File: config.mk
export PLATFORM = sky130hd
export DESIGN_NAME = pais_cell
export DESIGN_NICKNAME = d
export VERILOG_FILES = /design/src/hw/rtl/assert_macros.svh /design/src/hw/rtl/pais_pkg.sv /design/src/hw/rtl/pais_cell.sv
export SDC_FILE = /design/constraint.sdc
export NUM_CORES = 1
export LEC_CHECK = 0
export BUFFER_PORTS_ARGS = -buffer_cell sky130_fd_sc_hd__buf_4
export CORE_ASPECT_RATIO = 0.8
export CORE_UTILIZATION = 40
export CTS_CLUSTER_SIZE = 40
export DETAILED_ROUTE_END_ITERATION = 7
export PLACE_DENSITY = 0.76
export SLEW_MARGIN = 25
export SYNTH_ARGS = -nofsm -noshare
export SYNTH_HDL_FRONTEND = slang
export SYNTH_SLANG_ARGS = --single-unit
File: constraint.sdc
create_clock -name clk_i -period 4.5 [get_ports clk_i]
set_input_delay 0.45 -clock clk_i [delete_from_list [all_inputs] [get_ports clk_i]]
set_output_delay 0.45 -clock clk_i [all_outputs]
set_load 0.005 [all_outputs]
File: src/hw/rtl/assert_macros.svh
// Assertion helpers shared by the array list RTL.
// Expects clk_i and rst_ni in the scope of the module that uses them.
`ifndef ASSERT_MACROS_SVH
`define ASSERT_MACROS_SVH

// property must hold at every clock edge outside reset
`define PAIS_ASSERT(lbl, prop, msg) \
  lbl: assert property (@(posedge clk_i) disable iff (!rst_ni) (prop)) else $error(msg);

// expression must never be true outside reset
`define PAIS_NEVER(lbl, expr, msg) \
  lbl: assert property (@(posedge clk_i) disable iff (!rst_ni) !(expr)) else $error(msg);

`endif

File: src/hw/rtl/pais_pkg.sv
// Shared types and constants for the positional array list unit.
// No dependencies; used by the interfaces, cells, scanner and top level.
package pais_pkg;

  localparam int DEPTH   = 64;
  localparam int WORD_W  = 32;
  localparam int POS_W   = 7;
  localparam int OUT_W   = 7;
  localparam int CNT_W   = $clog2(DEPTH + 1);
  localparam int CMP_W   = (CNT_W > POS_W) ? CNT_W : POS_W;

  // search scanner: match flags are checked one group per cycle
  localparam int GRP     = 8;
  localparam int GRP_LW  = $clog2(GRP);
  localparam int NGRP    = (DEPTH + GRP - 1) / GRP;
  localparam int GRP_W   = (NGRP > 1) ? $clog2(NGRP) : 1;
  localparam int FIDX_W  = GRP_W + GRP_LW;

  localparam logic [OUT_W-1:0] NOT_FOUND = {OUT_W{1'b1}};

  typedef enum logic [1:0] {
    REQ_INSERT = 2'd0,
    REQ_DELETE = 2'd1,
    REQ_SEARCH = 2'd2
  } req_e;

  typedef enum logic [1:0] {
    ST_OK     = 2'd0,
    ST_BADPOS = 2'd1,
    ST_EMPTY  = 2'd2,
    ST_FULL   = 2'd3
  } status_e;

  // broadcast from the control to every cell
  typedef struct packed {
    logic              shift_up;
    logic              shift_dn;
    logic              cmp_en;
    logic [CMP_W-1:0]  pos;
    logic [CMP_W-1:0]  cnt;
    logic [WORD_W-1:0] word;
  } pais_ctl_t;

  typedef logic [NGRP-1:0][GRP-1:0] pais_mvec_t;

endpackage

File: src/hw/rtl/pais_cell.sv
// One slot of the shifting array: holds an entry and its search match flag.
// Depends on pais_pkg (pais_ctl_t).
module pais_cell (
  input  logic                      clk_i,
  input  pais_pkg::pais_ctl_t       ctl_i,
  input  logic [pais_pkg::CMP_W-1:0]  idx_i,
  input  logic [pais_pkg::WORD_W-1:0] lo_i,
  input  logic [pais_pkg::WORD_W-1:0] hi_i,
  output logic [pais_pkg::WORD_W-1:0] entry_o,
  output logic                      match_o
);
  import pais_pkg::*;

  logic [WORD_W-1:0] entry_q, entry_d;
  logic              match_q, match_d;
  logic              above, at, live;

  assign above = idx_i > ctl_i.pos;
  assign at    = idx_i == ctl_i.pos;
  assign live  = idx_i < ctl_i.cnt;

  always_comb begin
    entry_d = entry_q;
    if (ctl_i.shift_up && above) begin
      entry_d = lo_i;
    end else if (ctl_i.shift_up && at) begin
      entry_d = ctl_i.word;
    end else if (ctl_i.shift_dn && (above || at)) begin
      entry_d = hi_i;
    end
  end

  assign match_d = ctl_i.cmp_en ? (live && (entry_q == ctl_i.word)) : match_q;

  always_ff @(posedge clk_i) begin
    entry_q <= entry_d;
    match_q <= match_d;
  end

  assign entry_o = entry_q;
  assign match_o = match_q;

endmodule

==> impl_metrics.toml <==
[synth]
synth_area_leaders = "edfxtp_1 41%, mux2i_1 13%, xor2_1 10%"
synthArstFlopShare_pct = 0
postSynthAreaPerCell_um2 = 10.6
ys.flop_type = "edfxtp_1"
yosysWarnings = 0
synth_area_mm2 = 0.00243
ys_seq_area_share_pct = 40.8
synth_fp_nets = 364
synth-edff-count = 33
synth_top_area_share_pct = 40.8
ys_ff_latch = 33
synth_cell_type_count = 29
synthCells = 230
yosysTopAreaCell = "edfxtp_1"

[sta]
setup_viol = 0
relSlewSlack_pct = 50.1
layout_setup_ws_ps = 2020
clock_skew_ps = 6.36
post-route-min-period_ps = 2480
grt_setup_unrepaired = "no"
fmax_mhz = 403
fin_setup_tns_ps = 0
fin_crit_sh_pct = 55.1
slew_viol_final = 0
tightest_slew_ps = 749
hold_viol = 0

[worst_setup_path]
required_ps = 4510
cp_max_fo = 36
path_class = "input pin to flip-flop"
start_kind = "input pin"
arrival_ps = 2500
endpoint_kind = "flip-flop"

[place]
place_ws_ps = 1730
gp_congestion = 0.740
io_buffers = 153
dp.final_hpwl_um = 5370

[final_layout]
syn2layout_area_growth_pct = 52.9
diodes = 0
drive_gt1_share_pct = 44.5
final_nets = 517

[routing]
ant_nets = 0
vias = 2228
wl_per_cell_um = 14.7
firstDrtPassIters = 4
avgViaCountPerCell = 4.82
drc = 0
wirelength_um = 6790
dr.first_iter.drc_count = 48

[floorplanning]
die_h_um = 71.7
num_rows = 24
core_area_mm2 = 0.00565
fp.dieW_um = 89.1
die_area_mm2 = 0.00639
initial_core_util_pct = 43.0
pin_count = 154

[clock_network]
tritoncts = "yes"
cts_buffers = 5
clock_latency_ps = 280
root_buffer = "clkbuf_8"
cts_resized = 0
path_clk_slew_ps = 70
cts_max_path_buffers = 2
hold_buffers = 0
htree_levels = 2
cts_setup_buffers = 0
clock-sinks = 33

[global_routing]
antenna_found_initial = 0
grtUsageTotal_pct = 21.1
grt_overflow_total = 0
grt_max_degree = 37
grt_pass1_vias = 2144
grt_pass1_wl_um = 10100

[outcome]
status = "finished, final reports clean"

[min_path]
hold_class = "input pin to flip-flop"

[power]
peakVddDrop_v = 0.000155
power.leakage_uw = 0.00191
powerDensity_mw_per_mm2 = 275

[job]
maxCapViolCount = 0
-- layout make-up --
type,count,area (µm²)
Fill cell,478,1930
Clock inverter,2,33.8
Tap cell,78,97.6
Clock buffer,6,72.6
Inverter,13,48.8
Sequential cell,33,991
Multi-Input combinational cell,175,1310
Timing Repair Buffer,155,1160
-- per-stage QoR --
| step | total power [µW] | util [%] | hold slack (ps) | std cells | area [µm²] |
|---|---|---|---|---|---|
| after detailed placement | 763 | 63.8 | 648 | 454 | 3600 |
| after CTS | 1030 | 65.7 | 363 | 462 | 3710 |
| final | 1020 | 65.8 | 371 | 462 | 3710 |
| after global placement | 756 | 63.8 | 648 | 454 | 3600 |
| after global routing | 1080 | 65.8 | 354 | 462 | 3710 |
| after floorplan | 575 | - | 562 | 230 | 2430 |
-- layer usage --
metal	track usage, %	vias to the layer above	wire (µm)
li1	-	1132	-
met4	4.23	0	70
met1	26.1	986	2940
met3	7.37	8	578
met2	35.7	102	3210
met5	0	-	0
-- worst paths after layout --
kind / slack, ps / cells past startpoint / endpoint / startpoint
worst min register to register: 860 / 4 / match_o$_DFFE_PP_ / entry_o[31]$_DFFE_PP_
worst max register to register: 2970 / 4 / match_o$_DFFE_PP_ / entry_o[18]$_DFFE_PP_
worst max-delay path: 2020 / 8 / entry_o[19]$_DFFE_PP_ / ctl_i[43]
worst min-delay path: 370 / 1 / match_o$_DFFE_PP_ / ctl_i[46]
-- flip-flops by register name (all words and copies together) (netlist names) --
name	flops
entry_o	32
match_o	1
-- cell usage in the layout (no fill, tap or decap), types with 4 or more instances in the layout --
master / synthesis / final
clkbuf_8: 2 / 5
a21oi_1: 31 / 31
nor2_1: 33 / 33
xnor2_1: 4 / 4
edfxtp_1: 33 / 33
buf_4: 0 / 155
a21oi_2: 7 / 7
xor2_1: 28 / 28
nor4_1: 6 / 6
inv_1: 13 / 13
mux2i_1: 32 / 32
ha_1: 13 / 13
-- power by group --
part / switching [µW] / total, µW / internal (µW)
Sequential: 32.3 / 434 / 401
Clock: 104 / 267 / 163
Combinational: 139 / 322 / 183
Total: 275 / 1020 / 747
-- worst max-delay path: stages --
cell and delay [ps]:
buf_4 70, inv_1 30, ha_1 340, a21oi_1 190
o21ai_1 130, o221ai_4 640, buf_4 500, a21oi_1 120
-- logic make-up after synthesis --
| group | count (synthesis) | synth area share (%) |
|---|---|---|
| AO/OA/AOI/OAI | 45 | 11.6 |
| XOR/XNOR | 32 | 11.5 |
| adder cells (fa/ha/maj) | 13 | 6.69 |
| buffers and inverters | 22 | 5.61 |
| flip-flops | 33 | 40.8 |
| multiplexers | 32 | 13.2 |
| AND/OR/NAND/NOR | 53 | 10.6 |
-- cells in the mapped netlist, types with 2 or more instances --
cell type,count
a21oi_1,31
a21oi_2,7
buf_2,3
buf_6,4
clkbuf_8,2
edfxtp_1,33
ha_1,13
inv_1,13
mux2i_1,32
nand3_1,2
nand4_1,3
nor2_1,33
nor3_1,3
nor4_1,6
xnor2_1,4
xor2_1,28
Note: power is estimated with default switching activity, not from simulation.
