`src/hw/rtl/assert_macros.svh`:
```
// Assertion helpers shared by the array list RTL.
// Expects clk_i and rst_ni in the scope of the module that uses them.
`ifndef ASSERT_MACROS_SVH
`define ASSERT_MACROS_SVH

// property must hold at every clock edge outside reset
`define PAIS_ASSERT(lbl, prop, msg) \
  lbl: assert property (@(posedge clk_i) disable iff (!rst_ni) (prop)) else $error(msg);

// expression must never be true outside reset
`define PAIS_NEVER(lbl, expr, msg) \
  lbl: assert property (@(posedge clk_i) disable iff (!rst_ni) !(expr)) else $error(msg);

`endif

```
`src/hw/rtl/pais_pkg.sv`:
```
// Shared types and constants for the positional array list unit.
// No dependencies; used by the interfaces, cells, scanner and top level.
package pais_pkg;

  localparam int DEPTH   = 64;
  localparam int WORD_W  = 32;
  localparam int POS_W   = 7;
  localparam int OUT_W   = 7;
  localparam int CNT_W   = $clog2(DEPTH + 1);
  localparam int CMP_W   = (CNT_W > POS_W) ? CNT_W : POS_W;

  // search scanner: match flags are checked one group per cycle
  localparam int GRP     = 8;
  localparam int GRP_LW  = $clog2(GRP);
  localparam int NGRP    = (DEPTH + GRP - 1) / GRP;
  localparam int GRP_W   = (NGRP > 1) ? $clog2(NGRP) : 1;
  localparam int FIDX_W  = GRP_W + GRP_LW;

  localparam logic [OUT_W-1:0] NOT_FOUND = {OUT_W{1'b1}};

  typedef enum logic [1:0] {
    REQ_INSERT = 2'd0,
    REQ_DELETE = 2'd1,
    REQ_SEARCH = 2'd2
  } req_e;

  typedef enum logic [1:0] {
    ST_OK     = 2'd0,
    ST_BADPOS = 2'd1,
    ST_EMPTY  = 2'd2,
    ST_FULL   = 2'd3
  } status_e;

  // broadcast from the control to every cell
  typedef struct packed {
    logic              shift_up;
    logic              shift_dn;
    logic              cmp_en;
    logic [CMP_W-1:0]  pos;
    logic [CMP_W-1:0]  cnt;
    logic [WORD_W-1:0] word;
  } pais_ctl_t;

  typedef logic [NGRP-1:0][GRP-1:0] pais_mvec_t;

endpackage

```
`src/hw/rtl/pais_scan.sv`:
```
// Lowest-set-flag finder: walks the cell match flags one group per cycle.
// Depends on pais_pkg and assert_macros.svh.
`include "assert_macros.svh"

module pais_scan (
  input  logic                        clk_i,
  input  logic                        rst_ni,
  input  logic                        start_i,
  input  pais_pkg::pais_mvec_t        match_i,
  output logic                        done_o,
  output logic                        hit_o,
  output logic [pais_pkg::FIDX_W-1:0] idx_o
);
  import pais_pkg::*;

  logic             busy_q, busy_d;
  logic [GRP_W-1:0] grp_q, grp_d;
  logic [GRP-1:0]   bits;
  logic [GRP_LW-1:0] low;
  logic             last;

  assign bits  = match_i[grp_q];
  assign hit_o = |bits;
  assign last  = grp_q == GRP_W'(NGRP - 1);

  // lowest set flag in the current group
  always_comb begin
    low = '0;
    for (int j = GRP - 1; j >= 0; j--) begin
      if (bits[j]) low = GRP_LW'(j);
    end
  end

  assign done_o = busy_q && (hit_o || last);
  assign idx_o  = {grp_q, low};

  always_comb begin
    busy_d = busy_q;
    grp_d  = grp_q;
    if (start_i) begin
      busy_d = 1'b1;
      grp_d  = '0;
    end else if (done_o) begin
      busy_d = 1'b0;
    end else if (busy_q) begin
      grp_d = grp_q + GRP_W'(1);
    end
  end

  always_ff @(posedge clk_i or negedge rst_ni) begin
    if (!rst_ni) begin
      busy_q <= 1'b0;
      grp_q  <= '0;
    end else begin
      busy_q <= busy_d;
      grp_q  <= grp_d;
    end
  end

  `PAIS_NEVER(a_start_busy, start_i && busy_q, "scan restarted while busy")
  `PAIS_ASSERT(a_hit_range, (done_o && hit_o) |-> (int'(idx_o) < DEPTH), "hit past last cell")

endmodule

```
`config.mk`:
```
export PLATFORM = sky130hd
export DESIGN_NAME = pais_scan
export DESIGN_NICKNAME = d
export VERILOG_FILES = /design/src/hw/rtl/pais_pkg.sv /design/src/hw/rtl/pais_scan.sv
export VERILOG_INCLUDE_DIRS = /design/src /design/src/hw/rtl
export SDC_FILE = /design/constraint.sdc
export NUM_CORES = 1
export LEC_CHECK = 0
export BUFFER_PORTS_ARGS = -buffer_cell sky130_fd_sc_hd__buf_2
export CAP_MARGIN = 20
export CORE_UTILIZATION = 36
export DETAILED_ROUTE_END_ITERATION = 8
export GPL_TIMING_DRIVEN = 0
export PLACE_DENSITY = 0.85
export SYNTH_ARGS = -nofsm -noshare
export SYNTH_HDL_FRONTEND = slang
export SYNTH_SLANG_ARGS = --single-unit
```
`constraint.sdc`:
```
create_clock -name clk_i -period 2.2 [get_ports clk_i]
set_input_delay 0.11 -clock clk_i [delete_from_list [all_inputs] [get_ports clk_i]]
set_output_delay 0.11 -clock clk_i [all_outputs]
set_load 0.005 [all_outputs]
```
==> results.cfg <==
[clock_tree]
insertion_delay_ns = 0.24
clock-sinks = 4
cts_tree = done
h-tree-depth = 1
cts_buffer_depth = 2
clk_pin_slew_ns = 0.03
root_buffer = clkbuf_4
numCtsBuffers = 3

[sta]
tns_ns = -0.528
slew_headroom_pct = 70.9
fin_crit_sh_pct = 107
min_period_ns = 2.34
skew_ns = 0.00261
max_freq_mhz = 427
grt_setup_unrepaired = true
setup_slack_ns = -0.144
tightest_slew_ns = 0.435
hold_viol = 0
slew_viol_final = 0
finalSetupViolCount = 7

[power_and_ir_drop]
powerDensity_nw_per_um2 = 198
leakage_nw = 0.694
peakVddDrop_uv = 322

[die]
fp.dieH_um = 54.1
coreArea_um2 = 2520
die_area_um2 = 2930
ios = 75
rows = 18
start_util_pct = 38.7
die_w_um = 54.1

[detailed_routing]
viasPerCell = 5.36
post-route-drc-count = 0
dr.pass1.iters = 5
finalWirelength_mm = 3.00
wl_per_cell_um = 12.9
ant_nets = 0
dr.first_iter.drc_count = 29
dr_total_vias = 1249

[placed_design]
io_buffers = 74
dp_cells = 225
dp_hpwl_mm = 2.45
globalplace.congestion = 0.891

[worst_setup_path]
required_ns = 2.09
rr_startpoint = grp_q[0]
crit_type = flip-flop to output port
cp.arrival_ns = 2.23
crit_path_start_kind = flip-flop
r2r_cells = 7
r2r-end = grp_q[0]
cp-end-kind = output port
r2r_setup_slack_ns = -0.04
critPathMaxFanout = 6

[finish]
layout_common_cells = buf_2 (74), mux2i_1 (19), nand2_1 (10), nand3_1 (8)
multi_input_area_um2 = 865
drive_above_1_share_pct = 52.2
num-fill-cells = 249
final_nets = 274
antenna_cells = 0
syn_to_final_growth_pct = 55.6
fin_cells = 233
regArea_um2 = 101
layout.cells.most_common = buf_2

[global_routing]
gr-total-overflow = 0
grt.total_usage_pct = 20.5
grt_max_degree = 11
antenna_found_initial = 0
grt_pass1_wl_mm = 4.31
grt_pass1_vias = 1051

[synthesis]
synth_area_per_cell_um2 = 8.08
async_flop_share_pct = 100
ys_ff_latch = 4
syn-cell-area_um2 = 977
synthCells = 121
yosysUniqueCellTypes = 37
syn-num-nets = 190
ys_warn_count = 0
synth-edff-count = 0
synth-main-ff-cell = dfrtp_1
ys_seq_area_share_pct = 10.2

[min_path]
worstHoldPathType = primary input to flip-flop
whs_endpoint = grp_q[0]
hold_start = start_i
min_path_cells = 2

[status]
outcome = finished, violations left
violations = setup timing

[flow_run]
max_cap_viol_count = 0
[logic make-up after synthesis]
group	count (synthesis)	share of synthesized area, %
AND/OR/NAND/NOR	53	31.1
multiplexers	27	34.3
AO/OA/AOI/OAI	24	16.5
buffers and inverters	11	5.25
flip-flops	4	10.2
adder cells (fa/ha/maj)	2	2.56
[layer usage]
| metal | GRT usage (%) | up-vias | routed length [um] |
|---|---|---|---|
| met5 | 0 | - | 0 |
| met4 | 9.83 | 0 | 47 |
| met3 | 3.39 | 6 | 195 |
| met2 | 34.4 | 46 | 1490 |
| met1 | 25.3 | 566 | 1270 |
| li1 | - | 631 | - |
[per-stage QoR]
stage	hold WS, ns	util, %	cell area, um^2	worst slack (ns)	total power, mW
finish	0.0867	60.3	1520	-0.144	0.301
global route	0.0826	60.3	1520	-0.237	0.326
CTS	0.0808	58.8	1480	-0.106	0.303
detailed placement	-0.0796	55.2	1390	-0.299	0.203
global placement	-0.0799	55.2	1390	-0.335	0.201
floorplan	-0.186	-	983	0.00186	0.127
[worst max-delay path, cell delays in order, from the launching register on]
cell and delay (ns):
dfrtp_1 0.36, buf_6 0.14, mux4_2 0.50, mux2_4 0.29, nand2b_4 0.15, nand4b_4 0.23
o21a_1 0.21, buf_2 0.12
[registers in the layout (all words and copies together) (netlist names)]
signal  cells
busy_q      1
grp_q       3
[cell type report]
cell class | count | area share (%)
multi-input cells | 106 | 56.9
repair buffers | 81 | 28.9
flip-flops and latches | 4 | 6.67
plain buffers | 7 | 3.13
well taps | 30 | 2.47
clock buffers | 3 | 1.48
inverters | 2 | 0.494
[how the worst max path moves through the flow]
stage | cells after the start | end | from | slack (ns)
after floorplan | 7 | grp_q[0] | grp_q[2] | 0.002
final | 7 | done_o | grp_q[0] | -0.14
after global placement | 9 | idx_o[0] | grp_q[2] | -0.34
after detailed placement | 9 | idx_o[0] | grp_q[2] | -0.30
after CTS | 8 | idx_o[0] | grp_q[0] | -0.11
after global routing | 7 | done_o | grp_q[0] | -0.24
[power by group]
group | switching, mW | total [mW] | internal (mW) | leakage, nW
Sequential | 0.000848 | 0.0758 | 0.0750 | 0.0519
Clock | 0.0301 | 0.0912 | 0.0610 | 0.0138
Combinational | 0.0539 | 0.134 | 0.0801 | 0.628
[cells in the mapped netlist, drive strengths merged (2+ instances only)]
cell,n,area (um^2)
a21oi,5,25.0
a22oi,2,15.0
a31oi,2,12.5
buf,4,25.0
clkbuf,5,18.8
dfrtp,4,100
ha,2,25.0
inv,2,7.51
mux2,2,22.5
mux2i,20,200
mux4,5,113
nand2,10,37.5
nand2b,8,50.1
nand3,8,40.0
nand4,4,25.0
nor2,5,18.8
nor2b,2,12.5
nor3,7,35.0
nor3b,4,35.0
o21ai,6,30.0
o221ai,2,17.5
[timing repair]
| action | CTS | global route |
|---|---|---|
| endpoints found under the hold margin | 4 | 0 |
| endpoints found under the setup margin | 9 | 9 |
| hold buffers | 1 | 0 |
| buffers inserted | 5 | 1 |
| resized for setup | 9 | 9 |
| pin swaps | 4 | 3 |
Power figures use the tool's default switching activity.
